--- config.mk ---
export PLATFORM = sky130hd
export DESIGN_NAME = dds_tuning_word_and_band_select_core
export DESIGN_NICKNAME = d
export VERILOG_FILES = /design/src/rtl/dds_tw_pkg.sv /design/src/rtl/dds_tw_front.sv /design/src/rtl/dds_tw_queue.sv /design/src/rtl/dds_tw_back.sv /design/src/rtl/dds_tuning_word_and_band_select_core.sv
export SDC_FILE = /design/constraint.sdc
export NUM_CORES = 1
export LEC_CHECK = 0
export BUFFER_PORTS_ARGS = -buffer_cell sky130_fd_sc_hd__buf_2
export CORE_MARGIN = 2
export CORE_UTILIZATION = 25
export DETAILED_ROUTE_END_ITERATION = 10
export GPL_TIMING_DRIVEN = 0
export PLACE_DENSITY = 0.43
export SETUP_SLACK_MARGIN = 0.1
export SLEW_MARGIN = 5
export SYNTH_ARGS = -nofsm -noshare
export SYNTH_HDL_FRONTEND = slang
export SYNTH_SLANG_ARGS = --single-unit
--- constraint.sdc ---
create_clock -name clock -period 8.1 [get_ports clock]
set_input_delay 0.405 -clock clock [delete_from_list [all_inputs] [get_ports clock]]
set_output_delay 0.405 -clock clock [all_outputs]
set_load 0.02 [all_outputs]
--- src/rtl/dds_tw_pkg.sv ---
// Shared types and constants for the DDS tuning word and band select block.
`default_nettype none
package dds_tw_pkg;

   localparam int FREQ_W    = 27;
   localparam int CRYSTAL_W = 30;
   localparam int ADDR_W    = 6;
   localparam int BAND_W    = 6;
   localparam int BYTE_W    = 8;

   localparam int QUEUE_DEPTH = 2;

   localparam logic [CRYSTAL_W-1:0] CRYSTAL_RESET = 30'd200000000;

   localparam logic [FREQ_W-1:0] BAND_T0 = 27'd2250000;
   localparam logic [FREQ_W-1:0] BAND_T1 = 27'd5500000;
   localparam logic [FREQ_W-1:0] BAND_T2 = 27'd11000000;
   localparam logic [FREQ_W-1:0] BAND_T3 = 27'd22000000;
   localparam logic [FREQ_W-1:0] BAND_T4 = 27'd37500000;

   localparam logic [BAND_W-1:0] BAND_0 = 6'b000001;
   localparam logic [BAND_W-1:0] BAND_1 = 6'b000010;
   localparam logic [BAND_W-1:0] BAND_2 = 6'b000100;
   localparam logic [BAND_W-1:0] BAND_3 = 6'b001000;
   localparam logic [BAND_W-1:0] BAND_4 = 6'b010000;
   localparam logic [BAND_W-1:0] BAND_5 = 6'b100000;

   localparam logic [ADDR_W-1:0] LATCH_ADDR     = 6'd0;
   localparam logic [ADDR_W-1:0] FIRST_DDS_ADDR = 6'd4;

   localparam logic TARGET_LATCH = 1'b0;
   localparam logic TARGET_DDS   = 1'b1;

   typedef struct packed {
      logic [FREQ_W-1:0] freq;
      logic [BAND_W-1:0] band;
      logic              sat;
   } entry_type;

   typedef struct packed {
      logic empty;
   } queue_ctl_type;

   typedef enum logic [3:0] {
      ST_IDLE = 4'b0001,
      ST_BAND = 4'b0010,
      ST_DIV  = 4'b0100,
      ST_HOLD = 4'b1000
   } back_state_type;

endpackage
`default_nettype wire

--- src/rtl/dds_tw_front.sv ---
// Front end: crystal register, band classification and saturation check.
`default_nettype none
module dds_tw_front (
   input  wire                                  clock,
   input  wire                                  reset,
   input  wire                                  csr_valid,
   output logic                                 csr_ready,
   input  wire  [dds_tw_pkg::CRYSTAL_W-1:0]     csr_wdata,
   input  wire  [dds_tw_pkg::FREQ_W-1:0]        freq_hz,
   output logic [dds_tw_pkg::CRYSTAL_W-1:0]     crystal_hz,
   output dds_tw_pkg::entry_type                entry
);

   logic [dds_tw_pkg::CRYSTAL_W-1:0] crystal_ff;
   logic [dds_tw_pkg::CRYSTAL_W-1:0] crystal_in;

   assign csr_ready  = 1'b1;
   assign crystal_hz = crystal_ff;

   always_comb begin
      crystal_in = crystal_ff;
      if (csr_valid) begin
         crystal_in = csr_wdata;
      end
   end

   always_ff @(posedge clock) begin
      if (reset) begin
         crystal_ff <= dds_tw_pkg::CRYSTAL_RESET;
      end else begin
         crystal_ff <= crystal_in;
      end
   end

   always_comb begin
      entry.freq = freq_hz;
      entry.sat  = ({3'b000, freq_hz} >= crystal_ff);
      if (freq_hz <= dds_tw_pkg::BAND_T0) begin
         entry.band = dds_tw_pkg::BAND_0;
      end else if (freq_hz <= dds_tw_pkg::BAND_T1) begin
         entry.band = dds_tw_pkg::BAND_1;
      end else if (freq_hz <= dds_tw_pkg::BAND_T2) begin
         entry.band = dds_tw_pkg::BAND_3;   // board wiring swaps bands 2 and 3
      end else if (freq_hz <= dds_tw_pkg::BAND_T3) begin
         entry.band = dds_tw_pkg::BAND_2;
      end else if (freq_hz <= dds_tw_pkg::BAND_T4) begin
         entry.band = dds_tw_pkg::BAND_4;
      end else begin
         entry.band = dds_tw_pkg::BAND_5;
      end
   end

endmodule
`default_nettype wire

--- src/rtl/dds_tw_queue.sv ---
// Short queue of classified items between front and back.
`default_nettype none
module dds_tw_queue (
   input  wire                         clock,
   input  wire                         reset,
   input  wire                         push,
   output logic                        full,
   input  dds_tw_pkg::entry_type       wr_entry,
   output dds_tw_pkg::queue_ctl_type   ctl_out,
   input  wire                         pop,
   output dds_tw_pkg::entry_type       rd_entry
);

   localparam int DEPTH = dds_tw_pkg::QUEUE_DEPTH;
   localparam int PW    = (DEPTH > 1) ? $clog2(DEPTH) : 1;
   localparam int CW    = $clog2(DEPTH + 1);

   dds_tw_pkg::entry_type mem_ff [DEPTH];
   logic [PW-1:0] wr_ptr_ff, wr_ptr_in;
   logic [PW-1:0] rd_ptr_ff, rd_ptr_in;
   logic [CW-1:0] count_ff, count_in;
   logic          do_push, do_pop;

   assign full          = (count_ff == CW'(DEPTH));
   assign ctl_out.empty = (count_ff == '0);
   assign do_push       = push && !full;
   assign do_pop        = pop && !ctl_out.empty;
   assign rd_entry      = mem_ff[rd_ptr_ff];

   always_comb begin
      wr_ptr_in = wr_ptr_ff;
      rd_ptr_in = rd_ptr_ff;
      count_in  = count_ff;
      if (do_push) begin
         wr_ptr_in = (wr_ptr_ff == PW'(DEPTH - 1)) ? '0 : wr_ptr_ff + 1'b1;
      end
      if (do_pop) begin
         rd_ptr_in = (rd_ptr_ff == PW'(DEPTH - 1)) ? '0 : rd_ptr_ff + 1'b1;
      end
      if (do_push && !do_pop) begin
         count_in = count_ff + 1'b1;
      end else if (do_pop && !do_push) begin
         count_in = count_ff - 1'b1;
      end
   end

   always_ff @(posedge clock) begin
      if (reset) begin
         wr_ptr_ff <= '0;
         rd_ptr_ff <= '0;
         count_ff  <= '0;
      end else begin
         wr_ptr_ff <= wr_ptr_in;
         rd_ptr_ff <= rd_ptr_in;
         count_ff  <= count_in;
      end
   end

   always_ff @(posedge clock) begin
      if (do_push) begin
         mem_ff[wr_ptr_ff] <= wr_entry;
      end
   end

endmodule
`default_nettype wire

--- src/rtl/dds_tw_back.sv ---
// Back end: bit-serial long division and sequencing of the result beats.
`default_nettype none
module dds_tw_back #(
   parameter int WORD_BYTES = 6
) (
   input  wire                                  clock,
   input  wire                                  reset,
   input  wire  [dds_tw_pkg::CRYSTAL_W-1:0]     crystal_hz,
   input  dds_tw_pkg::queue_ctl_type            q_ctl,
   input  dds_tw_pkg::entry_type                q_entry,
   output logic                                 q_pop,
   output logic                                 rsp_empty,
   input  wire                                  rsp_pop,
   output logic                                 rsp_target,
   output logic [dds_tw_pkg::ADDR_W-1:0]        rsp_reg_addr,
   output logic [dds_tw_pkg::BYTE_W-1:0]        rsp_data_byte,
   output logic                                 rsp_last
);

   localparam int CRW = dds_tw_pkg::CRYSTAL_W;
   localparam int IW  = (WORD_BYTES > 1) ? $clog2(WORD_BYTES) : 1;

   dds_tw_pkg::back_state_type state_ff, state_in;

   logic [CRW-1:0]                  rem_ff, rem_in;
   logic [dds_tw_pkg::BYTE_W-1:0]   quot_ff, quot_in;
   logic [2:0]                      bit_ff, bit_in;
   logic [IW-1:0]                   idx_ff, idx_in;
   logic                            sat_ff, sat_in;
   logic [dds_tw_pkg::BAND_W-1:0]   band_ff, band_in;

   logic                            out_valid_ff, out_valid_in;
   logic                            out_target_ff, out_target_in;
   logic [dds_tw_pkg::ADDR_W-1:0]   out_addr_ff, out_addr_in;
   logic [dds_tw_pkg::BYTE_W-1:0]   out_data_ff, out_data_in;
   logic                            out_last_ff, out_last_in;

   logic                            slot_free;
   logic [CRW:0]                    shifted;
   logic                            take;
   logic                            last_byte;

   assign slot_free     = !out_valid_ff || rsp_pop;
   assign shifted       = {rem_ff, 1'b0};
   assign take          = (shifted >= {1'b0, crystal_hz});
   assign last_byte     = (idx_ff == IW'(WORD_BYTES - 1));

   assign rsp_empty     = !out_valid_ff;
   assign rsp_target    = out_target_ff;
   assign rsp_reg_addr  = out_addr_ff;
   assign rsp_data_byte = out_data_ff;
   assign rsp_last      = out_last_ff;

   always_comb begin
      state_in      = state_ff;
      rem_in        = rem_ff;
      quot_in       = quot_ff;
      bit_in        = bit_ff;
      idx_in        = idx_ff;
      sat_in        = sat_ff;
      band_in       = band_ff;
      out_valid_in  = out_valid_ff && !rsp_pop;
      out_target_in = out_target_ff;
      out_addr_in   = out_addr_ff;
      out_data_in   = out_data_ff;
      out_last_in   = out_last_ff;
      q_pop         = 1'b0;
      case (state_ff)
         dds_tw_pkg::ST_IDLE: begin
            if (!q_ctl.empty) begin
               q_pop    = 1'b1;
               rem_in   = {3'b000, q_entry.freq};
               sat_in   = q_entry.sat;
               band_in  = q_entry.band;
               idx_in   = '0;
               bit_in   = '0;
               state_in = dds_tw_pkg::ST_BAND;
            end
         end
         dds_tw_pkg::ST_BAND: begin
            if (slot_free) begin
               out_valid_in  = 1'b1;
               out_target_in = dds_tw_pkg::TARGET_LATCH;
               out_addr_in   = dds_tw_pkg::LATCH_ADDR;
               out_data_in   = {2'b00, band_ff};
               out_last_in   = 1'b0;
               state_in      = dds_tw_pkg::ST_DIV;
            end
         end
         dds_tw_pkg::ST_DIV: begin
            if (sat_ff) begin
               quot_in  = '1;
               state_in = dds_tw_pkg::ST_HOLD;
            end else begin
               rem_in  = take ? CRW'(shifted - {1'b0, crystal_hz}) : shifted[CRW-1:0];
               quot_in = {quot_ff[dds_tw_pkg::BYTE_W-2:0], take};
               bit_in  = bit_ff + 1'b1;
               if (bit_ff == 3'd7) begin
                  state_in = dds_tw_pkg::ST_HOLD;
               end
            end
         end
         dds_tw_pkg::ST_HOLD: begin
            if (slot_free) begin
               out_valid_in  = 1'b1;
               out_target_in = dds_tw_pkg::TARGET_DDS;
               out_addr_in   = dds_tw_pkg::FIRST_DDS_ADDR + dds_tw_pkg::ADDR_W'(idx_ff);
               out_data_in   = quot_ff;
               out_last_in   = last_byte;
               bit_in        = '0;
               if (last_byte) begin
                  state_in = dds_tw_pkg::ST_IDLE;
               end else begin
                  idx_in   = idx_ff + 1'b1;
                  state_in = dds_tw_pkg::ST_DIV;
               end
            end
         end
         default: begin
            state_in = dds_tw_pkg::ST_IDLE;
         end
      endcase
   end

   always_ff @(posedge clock) begin
      if (reset) begin
         state_ff     <= dds_tw_pkg::ST_IDLE;
         out_valid_ff <= 1'b0;
      end else begin
         state_ff     <= state_in;
         out_valid_ff <= out_valid_in;
      end
   end

   always_ff @(posedge clock) begin
      rem_ff        <= rem_in;
      quot_ff       <= quot_in;
      bit_ff        <= bit_in;
      idx_ff        <= idx_in;
      sat_ff        <= sat_in;
      band_ff       <= band_in;
      out_target_ff <= out_target_in;
      out_addr_ff   <= out_addr_in;
      out_data_ff   <= out_data_in;
      out_last_ff   <= out_last_in;
   end

endmodule
`default_nettype wire

--- src/rtl/dds_tuning_word_and_band_select_core.sv ---
// Top level of the DDS tuning word and band select block.
//
// Input queue port: req_push / req_full with req_freq_hz (whole hertz).
// Each accepted beat yields 1 + WORD_BYTES result beats on the rsp port,
// read like a queue with rsp_empty / rsp_pop: first a band latch write
// (target 0, address 0, one-hot band), then the tuning word
// floor(freq * 2^(8*WORD_BYTES) / crystal) MSB first at DDS addresses
// 4 upward; rsp_last marks the final beat. A frequency at or above the
// crystal gives an all-ones word.
// csr_valid / csr_ready / csr_wdata write crystal_hz (reset 200000000);
// csr_ready is always high. Write only while the block is idle.
// Sequencing: the back end divides one quotient bit per cycle. An item is
// loaded in IDLE, the band beat leaves from BAND, then each word byte takes
// 8 division steps and its beat (a single step when saturated). The back
// end loads its next item only after the last beat, while the two-entry
// queue takes new items meanwhile. A stalled receiver holds the current beat;
// the back end stops after its next byte is ready, and req_full rises when
// the queue fills.
// Synchronous reset empties the queue and result register and restores
// crystal_hz.
`default_nettype none
module dds_tuning_word_and_band_select_core #(
   parameter int WORD_BYTES = 6
) (
   input  wire                                  clock,
   input  wire                                  reset,
   input  wire                                  req_push,
   output logic                                 req_full,
   input  wire  [dds_tw_pkg::FREQ_W-1:0]        req_freq_hz,
   output logic                                 rsp_empty,
   input  wire                                  rsp_pop,
   output logic                                 rsp_target,
   output logic [dds_tw_pkg::ADDR_W-1:0]        rsp_reg_addr,
   output logic [dds_tw_pkg::BYTE_W-1:0]        rsp_data_byte,
   output logic                                 rsp_last,
   input  wire                                  csr_valid,
   output logic                                 csr_ready,
   input  wire  [dds_tw_pkg::CRYSTAL_W-1:0]     csr_wdata
);

   logic [dds_tw_pkg::CRYSTAL_W-1:0] crystal_hz;
   dds_tw_pkg::entry_type            front_entry;
   dds_tw_pkg::entry_type            back_entry;
   dds_tw_pkg::queue_ctl_type        q_ctl;
   logic                             q_pop;

   dds_tw_front u_front (
      .clock      (clock),
      .reset      (reset),
      .csr_valid  (csr_valid),
      .csr_ready  (csr_ready),
      .csr_wdata  (csr_wdata),
      .freq_hz    (req_freq_hz),
      .crystal_hz (crystal_hz),
      .entry      (front_entry)
   );

   dds_tw_queue u_queue (
      .clock    (clock),
      .reset    (reset),
      .push     (req_push),
      .full     (req_full),
      .wr_entry (front_entry),
      .ctl_out  (q_ctl),
      .pop      (q_pop),
      .rd_entry (back_entry)
   );

   dds_tw_back #(
      .WORD_BYTES (WORD_BYTES)
   ) u_back (
      .clock         (clock),
      .reset         (reset),
      .crystal_hz    (crystal_hz),
      .q_ctl         (q_ctl),
      .q_entry       (back_entry),
      .q_pop         (q_pop),
      .rsp_empty     (rsp_empty),
      .rsp_pop       (rsp_pop),
      .rsp_target    (rsp_target),
      .rsp_reg_addr  (rsp_reg_addr),
      .rsp_data_byte (rsp_data_byte),
      .rsp_last      (rsp_last)
   );

endmodule
`default_nettype wire

==> metrics.md <==
| Metric | Value |
|---|---|
| Max-cap violations | 0 |
| Synthesis Warnings | 0 |
| Reg2reg setup slack | 4710 ps |
| Endpoint of the worst hold path | u_front.crystal_hz[14] |
| Number of enable-type register cells in the synthesized netlist | 133 |
| Number of buffer cells added on primary ports | 76 |
| Post-CTS Resized | 0 |
| PwrDens | 345 nW/um^2 |
| Library cell with the highest instance count after synthesis | sky130_fd_sc_hd__edfxtp_1 |
| Async S/R FF share, synth | 0% |
| Transition time at the pin with the least slew margin | 1240 ps |
| Top post-synthesis cells by area | sky130_fd_sc_hd__edfxtp_1 42%, sky130_fd_sc_hd__dfxtp_1 8.5%, sky130_fd_sc_hd__ha_1 8.2% |
| Horizontal die dimension | 198 microns |
| Source of the worst register-to-register timing path | u_front.crystal_hz[0] |
| Class of the most critical setup path | reg -> reg |
| Number of placement rows | 71 |
| Buffers from clock root to sink, at most | 2 |
| Total Die Area | 39,200 sq um |
| Ordered cell list for the critical path | inv_1 > fa_1 > a21o_2 > a221o_2 > a21o_4 > a2111oi_4 > o21bai_2 > o41ai_2 > or4_1 > nand3_1 |
| CP Data Required Time | 8290 ps |
| Initial detailed-routing violation count | 510 |
| Layout filler cell count | 3,935 |
| Run status | finished clean |
| Beginning of the worst hold path | csr_wdata[14] |
| Synth area leader | sky130_fd_sc_hd__edfxtp_1 |
| Switching Power | 0.00147 W |
| Vias post-DR | 7,027 |
| Sum of negative setup slack | 0 ps |
| First-pass GRT wire length | 42,000 microns |
| HPWL after DPL | 21,100 microns |
| Boundary Pins | 81 |
| Residual DRC | 0 |
| Most frequently used flop master after synthesis | sky130_fd_sc_hd__edfxtp_1 |
| Final hold viol count | 0 |
| Capture instance of the worst register-to-register path | u_back.rem_ff[28] |
| End-of-flow core utilization | 29.8% |
| Share of layout cells above drive strength 1 | 15.5% |
| Worst-case reg-to-reg path depth | 10 |
| Crit-path max cell delay | 540 ps |
| Int Power | 0.00238 W |
| IR drop worst, VDD | 0.147 mV |
| Clock net sink count | 173 |
| Number of nets in the finished design | 1,107 |
| Clock root buffer master | sky130_fd_sc_hd__clkbuf_16 |
| Cell types with the highest counts after synthesis | 133 x sky130_fd_sc_hd__edfxtp_1, 89 x sky130_fd_sc_hd__nand2_1, 77 x sky130_fd_sc_hd__nor2_1 |
| Std-Cell Core Area | 37,400 sq um |
| Type of the worst min-delay path | in -> reg |
| Slowest cell on the critical path | sky130_fd_sc_hd__a2111oi_4 |
| Chip Height | 198 microns |
| Final hold slack | 190 ps |
| Worst relative slew slack | 16.8% |
| Final Max Slew Viols | 0 |
| GRT overflow | 0 |
| CTS tree | done |
| Power share of the sequential group | 35.1% |
| Maximum number of pins on one net before global-route repair | 29 |
| Post-CTS Hold Buffers | 0 |
| Initial Util | 25.2% |
| Antenna Diode Count | 0 |
| Endpoint class of the critical path | flip-flop |
| Total GRT Usage | 14.4% |
| Maximum operating frequency | 0.295 GHz |
| Initial antenna violation count | 1 |
| Unrepaired setup endpoints after global routing | no |
| Drt total wl | 27,400 microns |
| Final setup violation count | 0 |
| Relative contribution of combinational cells to total power | 41.6% |
| Total clock buffers created by CTS | 17 |
| Startpoint type of the worst setup path | flip-flop |
| Final antenna-violating net count | 0 |
| WL per Instance | 18.2 microns |
| H-tree depth | 4 |
| Clock-pin slew on the worst setup and hold paths | 70 ps |
| Gp weighted congestion | 0.836 |
| Yosys cell types | 70 |
| Cell count after synthesis | 883 |
| Leakage power | 4.31 nW |
| Fraction of the yosys area taken by sequential cells | 51.0% |
| Area growth from synthesis to final layout | 18.5% |
| Number of buffers inserted to repair setup after CTS | 0 |
| Routed vias/inst | 4.67 |
| Total power | 0.00385 W |
| Cell depth of the worst min-delay path | 3 |
| Post-synthesis cell area | 9410 sq um |
| Max Clock Skew | 11.3 ps |
| Average instance area after synthesis | 10.7 sq um |
| Number of iterations in the first detailed-routing pass | 4 |
| Net switching share of the total power | 38.2% |
| Worst endpoint data arrival time | 3580 ps |
| Highest fanout seen on the critical path | 5 |
| Clock Latency Late Sink | 440 ps |
| Min Tclk post-route | 3390 ps |
| Fraction of the cycle the final worst path needs | 41.8% |
| Top cell type's share of synthesized area | 42.4% |
| Relative contribution of the clock network to total power | 23.2% |
| Register bit count reported by yosys | 173 |
| Number of global-route vias before repair | 6,976 |
[power by group through the flow]
stage	Combinational, W	Sequential [W]	Clock [W]
finish	0.00160	0.00135	0.000894
global route	0.00180	0.00138	0.000948
CTS	0.00162	0.00135	0.000920
detailed placement	0.00161	0.00137	0
global placement	0.00156	0.00139	0
floorplan	0.00113	0.00135	0
[worst max-delay path: cells and delay by family (launching register included)]
family	cells	cell delay, ps
compound gates	6	1900
fa+ha+maj	1	470
flops	1	440
simple gates	2	210
buf+inv	1	120
[placed cells by master, fill, tap and decap left out, types with 14 or more instances in the layout]
cell / Yosys / final
sky130_fd_sc_hd__ha_1: 62 / 62
sky130_fd_sc_hd__a22oi_1: 19 / 19
sky130_fd_sc_hd__nor2_1: 77 / 76
sky130_fd_sc_hd__buf_2: 3 / 79
sky130_fd_sc_hd__dfxtp_1: 40 / 40
sky130_fd_sc_hd__inv_1: 43 / 43
sky130_fd_sc_hd__xor2_1: 18 / 18
sky130_fd_sc_hd__o21ai_0: 38 / 38
sky130_fd_sc_hd__clkbuf_16: 0 / 17
sky130_fd_sc_hd__clkbuf_1: 20 / 20
sky130_fd_sc_hd__nor3_1: 14 / 14
sky130_fd_sc_hd__nand2_1: 89 / 89
sky130_fd_sc_hd__edfxtp_1: 133 / 133
sky130_fd_sc_hd__mux2i_1: 46 / 46
sky130_fd_sc_hd__o211ai_1: 15 / 15
sky130_fd_sc_hd__nand3_1: 16 / 16
sky130_fd_sc_hd__a21oi_1: 67 / 66
[logic make-up (layout without fill, tap and decap cells)]
| family | after synthesis | in the layout | share of synthesized area (%) |
|---|---|---|---|
| simple gates | 277 | 277 | 14.1 |
| compound gates | 209 | 209 | 14.6 |
| flops | 173 | 173 | 51.0 |
| buf+inv | 75 | 186 | 3.23 |
| fa+ha+maj | 63 | 63 | 8.46 |
| mux | 53 | 53 | 5.73 |
| xor+xnor | 31 | 31 | 2.89 |
| other cells | 2 | 3 | 0.0798 |
[metal layers]
layer  vias to the layer above  part of all wire, %  track usage [%]
li1                       3451                    -                -
met3                        23                  2.8             1.87
met4                         0                  1.5             4.54
met5                         -                    0                0
met1                      3432                   51             20.6
met2                       121                   44             22.5
[registers in the layout (all words and copies together), names as in the netlist, named ones only]
register	flops
u_back.rem_ff	30
u_back.rsp_last	1
u_back.quot_ff	8
u_back.state_ff	4
u_queue.count_ff	2
u_queue.mem_ff	68
u_back.sat_ff	1
u_back.idx_ff	3
u_back.bit_ff	3
u_back.rsp_target	1
u_back.rsp_reg_addr	4
u_queue.wr_ptr_ff	1
u_back.rsp_data_byte	8
u_back.out_valid_ff	1
u_front.crystal_hz	30
u_queue.rd_ptr_ff	1
u_back.band_ff	6
[how the worst max path moves through the flow]
stage	startpoint	end	slack [ps]	cells past startpoint
global route	u_front.crystal_hz[0]	u_back.rem_ff[28]	4620	10
floorplan	u_front.crystal_hz[0]	u_back.rem_ff[28]	5200	10
global placement	u_queue.count_ff[0]	u_queue.mem_ff[0][13]	4100	3
CTS	u_front.crystal_hz[0]	u_back.rem_ff[28]	4720	10
detailed placement	u_front.crystal_hz[0]	u_back.rem_ff[28]	4730	10
finish	u_front.crystal_hz[0]	u_back.rem_ff[28]	4710	10
[per-stage QoR]
| stage | instances | worst slack (ps) | area (sq um) |
|---|---|---|---|
| floorplan | 884 | 5200 | 9410 |
| global placement | 1471 | 4100 | 10400 |
| detailed placement | 1474 | 4730 | 10500 |
| CTS | 1506 | 4720 | 11200 |
| global route | 1506 | 4620 | 11200 |
| finish | 1506 | 4710 | 11200 |
[cell type report]
cell class	instances	area, sq um	share of cell area (%)
Tap cell	511	639	5.73
Inverter	44	165	1.48
Sequential cell	173	4790	43.0
Clock buffer	17	425	3.81
Timing Repair Buffer	79	448	4.02
Multi-Input combinational cell	636	4330	38.9
Buffer	31	139	1.25
Clock inverter	15	208	1.86
Note: power is estimated with default switching activity, not from simulation.
